[src/hdl/tia_pkg.sv]
// ----------------------------------------------------------------------------
// Time interval aligner package
// Shared widths, controller states and the command and status groups that
// pass between the controller and the datapath.
// ----------------------------------------------------------------------------
package tia_pkg;

   // Field widths.
   localparam int TimeWidth     = 32;
   localparam int BoundWidth    = 33;
   localparam int IntervalWidth = 17;

   // Configuration port.
   localparam int CsrAddrWidth = 3;
   localparam int CsrDataWidth = 32;
   localparam int CsrIdxWidth  = 1;

   // Register indexes, taken from the word address.
   localparam logic [CsrIdxWidth-1:0] RegIntervalIdx = 1'b0;

   // The remainder divider retires one dividend bit a cycle.
   localparam int DivSteps     = BoundWidth;
   localparam int DivCntWidth  = $clog2(DivSteps + 1);

   typedef enum logic [1:0] {
      ST_IDLE,
      ST_CALC,
      ST_DIV
   } state_type;

   // Commands from the controller to the datapath.
   typedef struct packed {
      logic load;
      logic div_start;
      logic fb_write;
      logic commit;
   } cmd_type;

   // Status from the datapath to the controller.
   typedef struct packed {
      logic need_div;
      logic div_done;
   } status_type;

endpackage

[src/hdl/tia_div.sv]
// ----------------------------------------------------------------------------
// Time interval aligner remainder divider
// Restoring division, one dividend bit a cycle; only the remainder is kept.
// ----------------------------------------------------------------------------
module tia_div (
   input  logic                                clock,
   input  logic                                reset,
   input  logic                                start,
   input  logic [tia_pkg::BoundWidth-1:0]      dividend,
   input  logic [tia_pkg::IntervalWidth-1:0]   divisor,
   output logic                                done,
   output logic [tia_pkg::IntervalWidth-1:0]   remainder
);
   import tia_pkg::*;

   logic                       busy_ff, busy_in;
   logic                       done_ff, done_in;
   logic [DivCntWidth-1:0]     cnt_ff, cnt_in;
   logic [BoundWidth-1:0]      dvd_ff, dvd_in;
   logic [IntervalWidth-1:0]   rem_ff, rem_in;
   logic [IntervalWidth-1:0]   dsr_ff, dsr_in;
   logic [IntervalWidth:0]     trial;

   // One restoring step: bring down the next bit and subtract if it fits.
   always_comb begin
      trial   = {rem_ff, dvd_ff[BoundWidth-1]};
      busy_in = busy_ff;
      done_in = 1'b0;
      cnt_in  = cnt_ff;
      dvd_in  = dvd_ff;
      rem_in  = rem_ff;
      dsr_in  = dsr_ff;
      if (start) begin
         busy_in = 1'b1;
         cnt_in  = DivCntWidth'(DivSteps);
         dvd_in  = dividend;
         rem_in  = '0;
         dsr_in  = divisor;
      end else if (busy_ff) begin
         if (trial >= {1'b0, dsr_ff}) begin
            rem_in = IntervalWidth'(trial - {1'b0, dsr_ff});
         end else begin
            rem_in = IntervalWidth'(trial);
         end
         dvd_in = {dvd_ff[BoundWidth-2:0], 1'b0};
         cnt_in = cnt_ff - DivCntWidth'(1);
         if (cnt_ff == DivCntWidth'(1)) begin
            busy_in = 1'b0;
            done_in = 1'b1;
         end
      end
   end

   // Control state is reset; the operands need none.
   always_ff @(posedge clock) begin
      if (reset) begin
         busy_ff <= 1'b0;
         done_ff <= 1'b0;
         cnt_ff  <= '0;
      end else begin
         busy_ff <= busy_in;
         done_ff <= done_in;
         cnt_ff  <= cnt_in;
      end
   end

   always_ff @(posedge clock) begin
      dvd_ff <= dvd_in;
      rem_ff <= rem_in;
      dsr_ff <= dsr_in;
   end

   assign done      = done_ff;
   assign remainder = rem_ff;

endmodule

[src/hdl/tia_dpath.sv]
// ----------------------------------------------------------------------------
// Time interval aligner datapath
// Holds the window state, the first-boundary divider and the result register.
// ----------------------------------------------------------------------------
module tia_dpath (
   input  logic                                clock,
   input  logic                                reset,
   input  tia_pkg::cmd_type                    cmd,
   output tia_pkg::status_type                 status,
   input  logic [tia_pkg::IntervalWidth-1:0]   interval,
   input  logic [tia_pkg::TimeWidth-1:0]       record_time,
   output logic                                rsp_accept,
   output logic                                rsp_window_closed,
   output logic [tia_pkg::BoundWidth-1:0]      rsp_closed_start,
   output logic [tia_pkg::BoundWidth-1:0]      rsp_closed_end,
   output logic [tia_pkg::BoundWidth-1:0]      rsp_current_start,
   output logic [tia_pkg::TimeWidth-1:0]       rsp_last_time
);
   import tia_pkg::*;

   logic [TimeWidth-1:0]     max_time_ff, t_ff, t_in;
   logic [BoundWidth-1:0]    fb_ff;
   logic                     first_known_ff;
   logic                     started_ff, started_in;
   logic [BoundWidth-1:0]    ws_ff, ws_in;
   logic [BoundWidth-1:0]    nb_ff, nb_in;
   logic [TimeWidth-1:0]     latest_ff, latest_in;

   logic                     acc_in, closed_in;
   logic [BoundWidth-1:0]    cs_in, ce_in;

   logic                     out_acc_ff, out_closed_ff;
   logic [BoundWidth-1:0]    out_cs_ff, out_ce_ff, out_ws_ff;
   logic [TimeWidth-1:0]     out_latest_ff;

   logic [BoundWidth-1:0]    t_ext, iv_ext, round_sum;
   logic                     div_done;
   logic [IntervalWidth-1:0] div_rem;

   // The running maximum keeps time monotonic.
   assign t_in   = (record_time > max_time_ff) ? record_time : max_time_ff;
   assign t_ext  = {1'b0, t_ff};
   assign iv_ext = {{(BoundWidth-IntervalWidth){1'b0}}, interval};

   // The first boundary is (t + iv - 1) less its remainder modulo iv.
   assign round_sum = t_ext + iv_ext - BoundWidth'(1);

   tia_div u_div (
      .clock     (clock),
      .reset     (reset),
      .start     (cmd.div_start),
      .dividend  (round_sum),
      .divisor   (interval),
      .done      (div_done),
      .remainder (div_rem)
   );

   assign status.need_div = (interval != '0) && !started_ff && !first_known_ff;
   assign status.div_done = div_done;

   // Window update for the held record.
   always_comb begin
      acc_in     = 1'b1;
      closed_in  = 1'b0;
      cs_in      = '0;
      ce_in      = '0;
      ws_in      = ws_ff;
      nb_in      = nb_ff;
      started_in = started_ff;
      latest_in  = latest_ff;
      if (interval == '0) begin
         if (!started_ff) begin
            ws_in      = t_ext;
            started_in = 1'b1;
         end
         latest_in = t_ff;
      end else begin
         if (!started_ff) begin
            if (t_ext < fb_ff) begin
               acc_in = 1'b0;
            end else begin
               ws_in      = fb_ff;
               nb_in      = fb_ff + iv_ext;
               started_in = 1'b1;
            end
         end
         if (acc_in) begin
            if (t_ext >= nb_in) begin
               closed_in = 1'b1;
               cs_in     = ws_in;
               ce_in     = nb_in;
               ws_in     = nb_in;
               nb_in     = nb_in + iv_ext;
            end
            latest_in = t_ff;
         end
      end
   end

   // Window state.
   always_ff @(posedge clock) begin
      if (reset) begin
         max_time_ff    <= '0;
         fb_ff          <= '0;
         first_known_ff <= 1'b0;
         started_ff     <= 1'b0;
         ws_ff          <= '0;
         nb_ff          <= '0;
         latest_ff      <= '0;
      end else begin
         if (cmd.load) begin
            max_time_ff <= t_in;
         end
         if (cmd.fb_write) begin
            fb_ff          <= round_sum - {{(BoundWidth-IntervalWidth){1'b0}}, div_rem};
            first_known_ff <= 1'b1;
         end
         if (cmd.commit) begin
            started_ff <= started_in;
            ws_ff      <= ws_in;
            nb_ff      <= nb_in;
            latest_ff  <= latest_in;
         end
      end
   end

   // Held record and result register.
   always_ff @(posedge clock) begin
      if (cmd.load) begin
         t_ff <= t_in;
      end
      if (cmd.commit) begin
         out_acc_ff    <= acc_in;
         out_closed_ff <= closed_in;
         out_cs_ff     <= cs_in;
         out_ce_ff     <= ce_in;
         out_ws_ff     <= ws_in;
         out_latest_ff <= latest_in;
      end
   end

   assign rsp_accept        = out_acc_ff;
   assign rsp_window_closed = out_closed_ff;
   assign rsp_closed_start  = out_cs_ff;
   assign rsp_closed_end    = out_ce_ff;
   assign rsp_current_start = out_ws_ff;
   assign rsp_last_time     = out_latest_ff;

endmodule

[src/hdl/tia_ctrl.sv]
// ----------------------------------------------------------------------------
// Time interval aligner controller
// Sequences each request through the window update and, on the first
// windowed record, through the first-boundary division.
// ----------------------------------------------------------------------------
module tia_ctrl (
   input  logic                 clock,
   input  logic                 reset,
   input  logic                 req_valid,
   output logic                 req_ready,
   output logic                 rsp_valid,
   input  logic                 rsp_ready,
   input  tia_pkg::status_type  status,
   output tia_pkg::cmd_type     cmd
);
   import tia_pkg::*;

   state_type state_ff, state_in;
   logic      rsp_valid_ff, rsp_valid_in;

   // State register and result valid flag.
   always_ff @(posedge clock) begin
      if (reset) begin
         state_ff     <= ST_IDLE;
         rsp_valid_ff <= 1'b0;
      end else begin
         state_ff     <= state_in;
         rsp_valid_ff <= rsp_valid_in;
      end
   end

   // Next state and commands.
   always_comb begin
      state_in  = state_ff;
      cmd       = '0;
      req_ready = 1'b0;
      unique case (state_ff)
         ST_IDLE: begin
            req_ready = 1'b1;
            if (req_valid) begin
               cmd.load = 1'b1;
               state_in = ST_CALC;
            end
         end
         ST_CALC: begin
            if (status.need_div) begin
               cmd.div_start = 1'b1;
               state_in      = ST_DIV;
            end else if (!rsp_valid_ff || rsp_ready) begin
               cmd.commit = 1'b1;
               state_in   = ST_IDLE;
            end
         end
         ST_DIV: begin
            if (status.div_done) begin
               cmd.fb_write = 1'b1;
               state_in     = ST_CALC;
            end
         end
         default: begin
            state_in = ST_IDLE;
         end
      endcase
   end

   // The result register fills on commit and empties when taken.
   always_comb begin
      if (cmd.commit) begin
         rsp_valid_in = 1'b1;
      end else if (rsp_ready) begin
         rsp_valid_in = 1'b0;
      end else begin
         rsp_valid_in = rsp_valid_ff;
      end
   end

   assign rsp_valid = rsp_valid_ff;

endmodule

[src/hdl/time_interval_aligner.sv]
// ----------------------------------------------------------------------------
// Time interval aligner
// One request at a time: loaded in ST_IDLE, committed to the result register
// in ST_CALC, which waits while an earlier result is untaken. The first
// windowed record before the window opens goes through ST_DIV for the
// bit-serial first-boundary division (33 steps plus hand-over).
// Reset clears the interval register, all window state and the result flag.
// ----------------------------------------------------------------------------
module time_interval_aligner (
   input  logic                               clock,
   input  logic                               reset,
   input  logic                               psel,
   input  logic                               penable,
   input  logic                               pwrite,
   input  logic [tia_pkg::CsrAddrWidth-1:0]   paddr,
   input  logic [tia_pkg::CsrDataWidth-1:0]   pwdata,
   output logic [tia_pkg::CsrDataWidth-1:0]   prdata,
   output logic                               pready,
   input  logic                               req_valid,
   output logic                               req_ready,
   input  logic [tia_pkg::TimeWidth-1:0]      req_record_time,
   output logic                               rsp_valid,
   input  logic                               rsp_ready,
   output logic                               rsp_accept,
   output logic                               rsp_window_closed,
   output logic [tia_pkg::BoundWidth-1:0]     rsp_closed_start,
   output logic [tia_pkg::BoundWidth-1:0]     rsp_closed_end,
   output logic [tia_pkg::BoundWidth-1:0]     rsp_current_start,
   output logic [tia_pkg::TimeWidth-1:0]      rsp_last_time
);
   import tia_pkg::*;

   logic [IntervalWidth-1:0] interval_ff;
   logic [CsrIdxWidth-1:0]   csr_idx;
   cmd_type                  cmd;
   status_type               status;

   // Configuration register, one word.
   assign csr_idx = paddr[CsrAddrWidth-1:2];
   assign pready  = 1'b1;

   always_ff @(posedge clock) begin
      if (reset) begin
         interval_ff <= '0;
      end else if (psel && penable && pwrite && (csr_idx == RegIntervalIdx)) begin
         interval_ff <= pwdata[IntervalWidth-1:0];
      end
   end

   always_comb begin
      if (csr_idx == RegIntervalIdx) begin
         prdata = {{(CsrDataWidth-IntervalWidth){1'b0}}, interval_ff};
      end else begin
         prdata = '0;
      end
   end

   tia_ctrl u_ctrl (
      .clock     (clock),
      .reset     (reset),
      .req_valid (req_valid),
      .req_ready (req_ready),
      .rsp_valid (rsp_valid),
      .rsp_ready (rsp_ready),
      .status    (status),
      .cmd       (cmd)
   );

   tia_dpath u_dpath (
      .clock             (clock),
      .reset             (reset),
      .cmd               (cmd),
      .status            (status),
      .interval          (interval_ff),
      .record_time       (req_record_time),
      .rsp_accept        (rsp_accept),
      .rsp_window_closed (rsp_window_closed),
      .rsp_closed_start  (rsp_closed_start),
      .rsp_closed_end    (rsp_closed_end),
      .rsp_current_start (rsp_current_start),
      .rsp_last_time     (rsp_last_time)
   );

   // Only one request is in the block at a time.
   a_one_in_flight: assert property (@(posedge clock) disable iff (reset)
      (req_valid && req_ready) |=> !req_ready)
      else $error("request accepted while another is in progress");

   // A dropped record cannot close a window.
   a_close_needs_accept: assert property (@(posedge clock) disable iff (reset)
      (rsp_valid && rsp_window_closed) |-> rsp_accept)
      else $error("window closed by a dropped record");

   // The closed fields are zero unless a window closed.
   a_closed_fields_zero: assert property (@(posedge clock) disable iff (reset)
      (rsp_valid && !rsp_window_closed) |->
      (rsp_closed_start == '0) && (rsp_closed_end == '0))
      else $error("closed window fields set without a close");

   // A closing window hands its end boundary on as the new start.
   a_close_advances: assert property (@(posedge clock) disable iff (reset)
      (rsp_valid && rsp_window_closed) |-> (rsp_current_start == rsp_closed_end))
      else $error("new window does not start at the closed boundary");

endmodule

[config.mk]
export PLATFORM = sky130hd
export DESIGN_NAME = time_interval_aligner
export DESIGN_NICKNAME = d
export VERILOG_FILES = /design/src/hdl/tia_pkg.sv /design/src/hdl/tia_div.sv /design/src/hdl/tia_dpath.sv /design/src/hdl/tia_ctrl.sv /design/src/hdl/time_interval_aligner.sv
export SDC_FILE = /design/constraint.sdc
export NUM_CORES = 1
export LEC_CHECK = 0
export BUFFER_PORTS_ARGS = -buffer_cell sky130_fd_sc_hd__buf_2
export CAP_MARGIN = 10
export CORE_MARGIN = 2
export CORE_UTILIZATION = 35
export CTS_CLUSTER_DIAMETER = 60
export DETAILED_ROUTE_END_ITERATION = 6
export GPL_ROUTABILITY_DRIVEN = 0
export PLACE_DENSITY = 0.58
export SLEW_MARGIN = 20
export SYNTH_ARGS = -nofsm -noshare
export SYNTH_HDL_FRONTEND = slang
export SYNTH_SLANG_ARGS = --single-unit
[constraint.sdc]
create_clock -name clock -period 8.95 [get_ports clock]
set_input_delay 1.79 -clock clock [delete_from_list [all_inputs] [get_ports clock]]
set_output_delay 1.79 -clock clock [all_outputs]
set_load 0.05 [all_outputs]
==> results of run 1 <==
## layout by cell type (no fill, tap or decap), drive strengths merged, types with 42 or more instances in the layout
| cell type | count |
|---|---|
| nand4 | 50 |
| nand2 | 176 |
| clkbuf | 63 |
| ha | 212 |
| nor2 | 370 |
| buf | 273 |
| xnor2 | 72 |
| dfxtp | 210 |
| o21ai | 128 |
| nand3 | 106 |
| mux2i | 89 |
| a211oi | 80 |
| inv | 281 |
| a31oi | 42 |
| a21o | 49 |
| edfxtp | 215 |
| a21oi | 249 |
| mux2 | 74 |
## sequential cells by signal, indices dropped and copies added (netlist names), 2 cells and up
name                       flops
u_dpath.fb_ff                 33
u_dpath.nb_ff                 33
u_dpath.rsp_closed_end        33
u_dpath.rsp_closed_start      33
u_dpath.rsp_current_start     33
u_dpath.u_div.dvd_ff          33
u_dpath.ws_ff                 33
u_dpath.latest_ff             32
u_dpath.max_time_ff           32
u_dpath.rsp_last_time         32
u_dpath.t_ff                  32
interval_ff                   17
u_dpath.u_div.dsr_ff          17
u_dpath.u_div.remainder       17
u_dpath.u_div.cnt_ff           6
u_ctrl.state_ff                2
## worst register-to-register path: cells and delay by family (launching register included)
family	cells	cell delay [ps]
AOI/OAI and AO/OA	8	2220
DFF	1	560
and+or+nand+nor	7	2920
buffers and inverters	2	920
adders and majority gates	2	760
## power groups by stage
stage / clock network [mW] / registers (mW) / logic (mW)
global placement: 0 / 2.42 / 2.31
finish: 2.25 / 2.38 / 2.34
floorplan: 0 / 2.51 / 1.65
detailed placement: 0 / 2.42 / 2.31
CTS: 2.29 / 2.38 / 2.33
global route: 2.37 / 2.39 / 2.59
## how the worst min path moves through the flow
stage               slack [ps]                             end  depth (start not counted)                           start
floorplan                  440  u_dpath.nb_ff[11]$_SDFFE_PP0P_                          2  u_dpath.nb_ff[11]$_SDFFE_PP0P_
global placement           440  u_dpath.nb_ff[14]$_SDFFE_PP0P_                          2  u_dpath.nb_ff[14]$_SDFFE_PP0P_
detailed placement         450  u_dpath.nb_ff[14]$_SDFFE_PP0P_                          2  u_dpath.nb_ff[14]$_SDFFE_PP0P_
CTS                        450  u_dpath.nb_ff[14]$_SDFFE_PP0P_                          2  u_dpath.nb_ff[14]$_SDFFE_PP0P_
global route               460  u_dpath.nb_ff[14]$_SDFFE_PP0P_                          2  u_dpath.nb_ff[14]$_SDFFE_PP0P_
finish                     460  u_dpath.nb_ff[14]$_SDFFE_PP0P_                          2  u_dpath.nb_ff[14]$_SDFFE_PP0P_
## layout make-up
class	count	area, um^2
antenna	2	5.00
multi-input combinational	2100	14300
timing repair buffer	273	1560
clock buffer	63	1430
tap	978	1220
inverter	270	1010
fill	7611	44900
sequential	425	10700
clock inverter	37	399
## kinds of logic after synthesis
family | share of synthesized area (%)
AO/OA/AOI/OAI | 18.1
XOR/XNOR | 3.26
adder cells (fa/ha/maj) | 10.3
buffers and inverters | 6.50
flip-flops | 40.0
multiplexers | 6.55
other | 0.0282
AND/OR/NAND/NOR | 15.1
## metal layers
layer | GRT usage, % | up-vias | part of all wire (%)
met5 | 0 | - | 0.035
met4 | 7.47 | 6 | 3.5
met3 | 3.93 | 154 | 5.4
met2 | 35.3 | 516 | 48
met1 | 25.9 | 10454 | 43
li1 | - | 10876 | -
==> results.sh, run 1 <==
export IMPL_period_needed_ps=7550
export IMPL_ir_drop_mv=0.143
export IMPL_area_delta_synth_final_pct=15.1
export IMPL_grt_overflow_total=0
export IMPL_synthTopCellsByArea="edfxtp_1 24%, dfxtp_1 16%, ha_1 10%, nor2_1 5.2%, a21oi_1 4.7%"
export IMPL_io_pins=242
export IMPL_synth_top_area_share_pct=24.2
export IMPL_regToRegStartpoint="u_dpath.t_ff[16]$_DFFE_PP_"
export IMPL_grt_max_degree=178
export IMPL_tritoncts="yes"
export IMPL_crit_arrival_ps=8020
export IMPL_tns_ps=0
export IMPL_yosysMostFrequentCell="nor2_1"
export IMPL_ys_ff_latch=425
export IMPL_clkPwrFrac_pct=32.3
export IMPL_final_nets=3414
export IMPL_cts_setup_buffers=0
export IMPL_dp_cells=4046
export IMPL_critPathKind="reg -> reg"
export IMPL_cts_reportedPaths_clkPinSlew_ps=60
export IMPL_hold_path_class="reg -> reg"
export IMPL_ctsResizeCount=0
export IMPL_whs_ps=458
export IMPL_synth_top_area_cell="edfxtp_1"
export IMPL_placed_area_mm2=0.0288
export IMPL_timing_rr_end="u_dpath.rsp_closed_end[19]$_SDFFCE_PP0P_"
export IMPL_drt_wl_total_mm=82.6
export IMPL_antenna_found_initial=3
export IMPL_syn_area_mm2=0.0266
export IMPL_vias=22006
export IMPL_p_per_area_mw_per_mm2=227
export IMPL_synthTopCellsByCount="368 x nor2_1, 268 x inv_1, 249 x a21oi_1"
export IMPL_crit_slowest_cell="nor3_1"
export IMPL_critPathLaunch="u_dpath.t_ff[16]$_DFFE_PP_"
export IMPL_slew_headroom_pct=39.3
export IMPL_outcome="finished, final reports clean"
export IMPL_start_util_pct=35.2
export IMPL_fin_crit_sh_pct=84.4
export IMPL_core_area_mm2=0.0756
export IMPL_crit_fanout=38
export IMPL_drt_wirelength_per_cell_um=19.9
export IMPL_drive_gt1_share_pct=16.5
export IMPL_cap_viol_max_count=0
export IMPL_path_buf_inv=2
export IMPL_finalHoldViolations=0
export IMPL_numPortBuffers=208
export IMPL_finalMaxSlewViolations=0
export IMPL_synth_async_reset_ratio_pct=0
export IMPL_path_delay_family="simple AND/OR/NAND/NOR gates"
export IMPL_drc=0
export IMPL_die_area_mm2=0.0783
export IMPL_synthFlopType="edfxtp_1"
export IMPL_swShare_pct=36.7
export IMPL_instances_no_fill=4148
export IMPL_syn_inst=2946
export IMPL_setup_viol=0
export IMPL_reg2reg_slack_ps=1400
export IMPL_finalPower_mw=6.96
export IMPL_p_leak_nw=12.4
export IMPL_synth_edf_count=215
export IMPL_cts_htree_levels=2
export IMPL_rows=101
export IMPL_p_sw_mw=2.55
export IMPL_final_util_pct=40.5
export IMPL_viasPerCell=5.31
export IMPL_grtUsageTotal_pct=20.7
export IMPL_dr_pass1_iters=6
export IMPL_crit_cells=19
export IMPL_die_w_um=280
export IMPL_grt_pass1_wl_mm=125
export IMPL_pre_cts_ws_ps=1560
export IMPL_rsz0062_at_grt="no"
export IMPL_ys_warn_count=0
export IMPL_worstSetupEndpoint="u_dpath.rsp_closed_end[19]$_SDFFCE_PP0P_"
export IMPL_rr_worst_depth=19
export IMPL_cts_root_buf="clkbuf_16"
export IMPL_p_comb_share_pct=33.6
export IMPL_tightest_slew_ps=911
export IMPL_critical_path_cell_chain="ha_1 > a21oi_1 > o21ai_1 > a2111o_1 > a211o_1 > a211o_1 > nand2_2 > buf_4 > a21oi_1 > ha_1 > nand4_1 > nor3_1 > nand4_1 > o41ai_4 > a22oi_2 > nor2_4 > nand2_2 > buf_4 > nor2_1"
export IMPL_grt_pass1_vias=20772
export IMPL_ant_nets=0
export IMPL_clock_skew_ps=27.5
export IMPL_endpoint_kind="register"
export IMPL_cts_buffer_depth=3
export IMPL_start_kind="register"
export IMPL_hold_buffers=0
export IMPL_avgSynthCellArea_um2=9.04
export IMPL_p_int_mw=4.41
export IMPL_crit_required_ps=9420
export IMPL_cp_slowest_stage_delay_ps=680
export IMPL_setup_ws_ps=1400
export IMPL_fmax_mhz=132
export IMPL_ys_seq_area_share_pct=40.0
export IMPL_cts_buffers=53
export IMPL_die_h_um=280
export IMPL_insertion_delay_ps=630
export IMPL_seqPwrFrac_pct=34.2
export IMPL_hpwl_mm=59.6
export IMPL_drtIter0Drc=1615
export IMPL_final_area_mm2=0.0306
export IMPL_cts_sinks=425
export IMPL_ys_types=96
Power figures use the tool's default switching activity.
==> run 2, diff against run 1 <==
--- a/config.mk
+++ b/config.mk
@@ -12,7 +12,7 @@
 export CTS_CLUSTER_DIAMETER = 60
 export DETAILED_ROUTE_END_ITERATION = 6
 export GPL_ROUTABILITY_DRIVEN = 0
-export PLACE_DENSITY = 0.58
+export PLACE_DENSITY = 0.6
 export SLEW_MARGIN = 20
 export SYNTH_ARGS = -nofsm -noshare
 export SYNTH_HDL_FRONTEND = slang
==> constraint.sdc (replaced) <==
create_clock -name clock -period 6.5 [get_ports clock]
set_input_delay 1.3 -clock clock [delete_from_list [all_inputs] [get_ports clock]]
set_output_delay 1.3 -clock clock [all_outputs]
set_load 0.05 [all_outputs]
==> results.sh, run 2 (same netlist as run 1, synthesis figures left out) <==
export IMPL_die_area_mm2=0.0783
export IMPL_tritoncts="yes"
export IMPL_start_util_pct=35.2
export IMPL_grt_pass1_wl_mm=128
export IMPL_grt_pass1_vias=21137
export IMPL_mostFrequentLayoutCells="367 x nor2_1, 268 x inv_1, 248 x a21oi_1"
export IMPL_vias=22636
export IMPL_cts_buffer_depth=3
export IMPL_rsz0062_at_grt="no"
export IMPL_clock_skew_ps=15.0
export IMPL_instances_no_fill=4208
export IMPL_viasPerCell=5.38
export IMPL_drtIter0Drc=2043
export IMPL_ff_latch_area_mm2=0.0107
export IMPL_setup_ws_ps=474
export IMPL_io_pins=242
export IMPL_final_common_cell="nor2_1"
export IMPL_dr_pass1_iters=6
export IMPL_cts_reportedPaths_clkPinSlew_ps=60
export IMPL_dp_cells=4109
export IMPL_cts_buffers=51
export IMPL_ant_nets=0
export IMPL_num_fill_cells=7488
export IMPL_setup_viol=0
export IMPL_area_delta_synth_final_pct=16.5
export IMPL_cap_viol_max_count=0
export IMPL_hold_path_class="reg -> reg"
export IMPL_drive_gt1_share_pct=17.7
export IMPL_fmax_mhz=166
export IMPL_finalMaxSlewViolations=0
export IMPL_crit_arrival_ps=6540
export IMPL_cts_htree_levels=2
export IMPL_die_w_um=280
export IMPL_finalHoldViolations=0
export IMPL_drt_wirelength_per_cell_um=20.3
export IMPL_drt_wl_total_mm=85.4
export IMPL_crit_required_ps=7020
export IMPL_numPortBuffers=208
export IMPL_whs_ps=455
export IMPL_crit_slowest_cell="a2111oi_1"
export IMPL_tns_ps=0
export IMPL_crit_fanout=54
export IMPL_p_leak_nw=12.7
export IMPL_p_per_area_mw_per_mm2=305
export IMPL_tightest_slew_ps=918
export IMPL_final_util_pct=41.0
export IMPL_rows=101
export IMPL_placed_area_mm2=0.0293
export IMPL_slew_headroom_pct=38.7
export IMPL_grtUsageTotal_pct=21.3
export IMPL_cp_slowest_stage_delay_ps=530
export IMPL_insertion_delay_ps=600
export IMPL_final_area_mm2=0.0310
export IMPL_rr_worst_depth=18
export IMPL_drc=0
export IMPL_final_nets=3478
export IMPL_critPathKind="reg -> reg"
export IMPL_critical_path_cell_chain="inv_1 > ha_1 > nand4b_1 > or3_1 > nor4_4 > a211o_1 > nand2_2 > buf_12 > a21oi_1 > inv_1 > ha_1 > a2111oi_1 > o31ai_1 > o21ai_1 > o21ai_0 > or2_2 > a31o_1 > a311oi_2"
export IMPL_period_needed_ps=6030
export IMPL_cts_sinks=425
export IMPL_endpoint_kind="register"
export IMPL_start_kind="register"
export IMPL_hpwl_mm=63.8
export IMPL_outcome="finished, final reports clean"
export IMPL_ir_drop_mv=0.200
export IMPL_grt_overflow_total=0
export IMPL_core_area_mm2=0.0756
export IMPL_fin_crit_sh_pct=92.7
export IMPL_multiInputGateArea_mm2=0.0143
export IMPL_cts_root_buf="clkbuf_16"
export IMPL_die_h_um=280
export IMPL_hold_depth=2
export IMPL_grt_max_degree=97
export IMPL_pre_cts_ws_ps=492
export IMPL_antenna_found_initial=9
export IMPL_finalPower_mw=9.47
[run 2: path summary, 6_finish.rpt]
kind	from	end	slack (ps)
max	u_dpath.fb_ff[30]$_SDFFE_PP0P_	u_dpath.nb_ff[28]$_SDFFE_PP0P_	470
max reg2reg	u_dpath.fb_ff[30]$_SDFFE_PP0P_	u_dpath.nb_ff[28]$_SDFFE_PP0P_	470
min	u_dpath.nb_ff[14]$_SDFFE_PP0P_	u_dpath.nb_ff[14]$_SDFFE_PP0P_	450
min reg2reg	u_dpath.nb_ff[14]$_SDFFE_PP0P_	u_dpath.nb_ff[14]$_SDFFE_PP0P_	450
[run 2: repair_timing]
| item | 4_1_cts | 5_1_grt |
|---|---|---|
| hold buffers | 0 | 0 |
| setup buffers | 0 | 3 |
| gates resized for setup | 0 | 2 |
| endpoints found under the setup margin | 0 | 18 |
[run 2: cell type report]
class                   count  share of cell area, %
clock inverters            25                  0.908
multi-input cells        2100                   46.2
clock buffers              70                   4.51
repair buffers            339                   6.75
well taps                 978                   3.95
flip-flops and latches    425                   34.4
inverters                 270                   3.27
diodes                      1                0.00807
[run 2: critical path, delay by kind of cell (launching register included)]
kind | cells | cell delay (ps)
flip-flops | 1 | 410
adder cells (fa/ha/maj) | 2 | 680
buffers and inverters | 3 | 520
AO/OA/AOI/OAI | 8 | 2560
AND/OR/NAND/NOR | 5 | 1720
[run 2: power breakdown]
group | leakage, nW | switching [mW] | internal [mW]
registers | 3.72 | 0.161 | 3.09
logic | 8.11 | 2.09 | 1.23
clock network | 0.824 | 1.21 | 1.68
total | 12.7 | 3.46 | 6.01
[run 2: routing by layer]
metal / track usage, % / share of wire, %
met1: 27.9 / 43
met2: 35.6 / 46
met3: 3.45 / 6.6
met4: 7.35 / 3.6
met5: 0 / 0.042
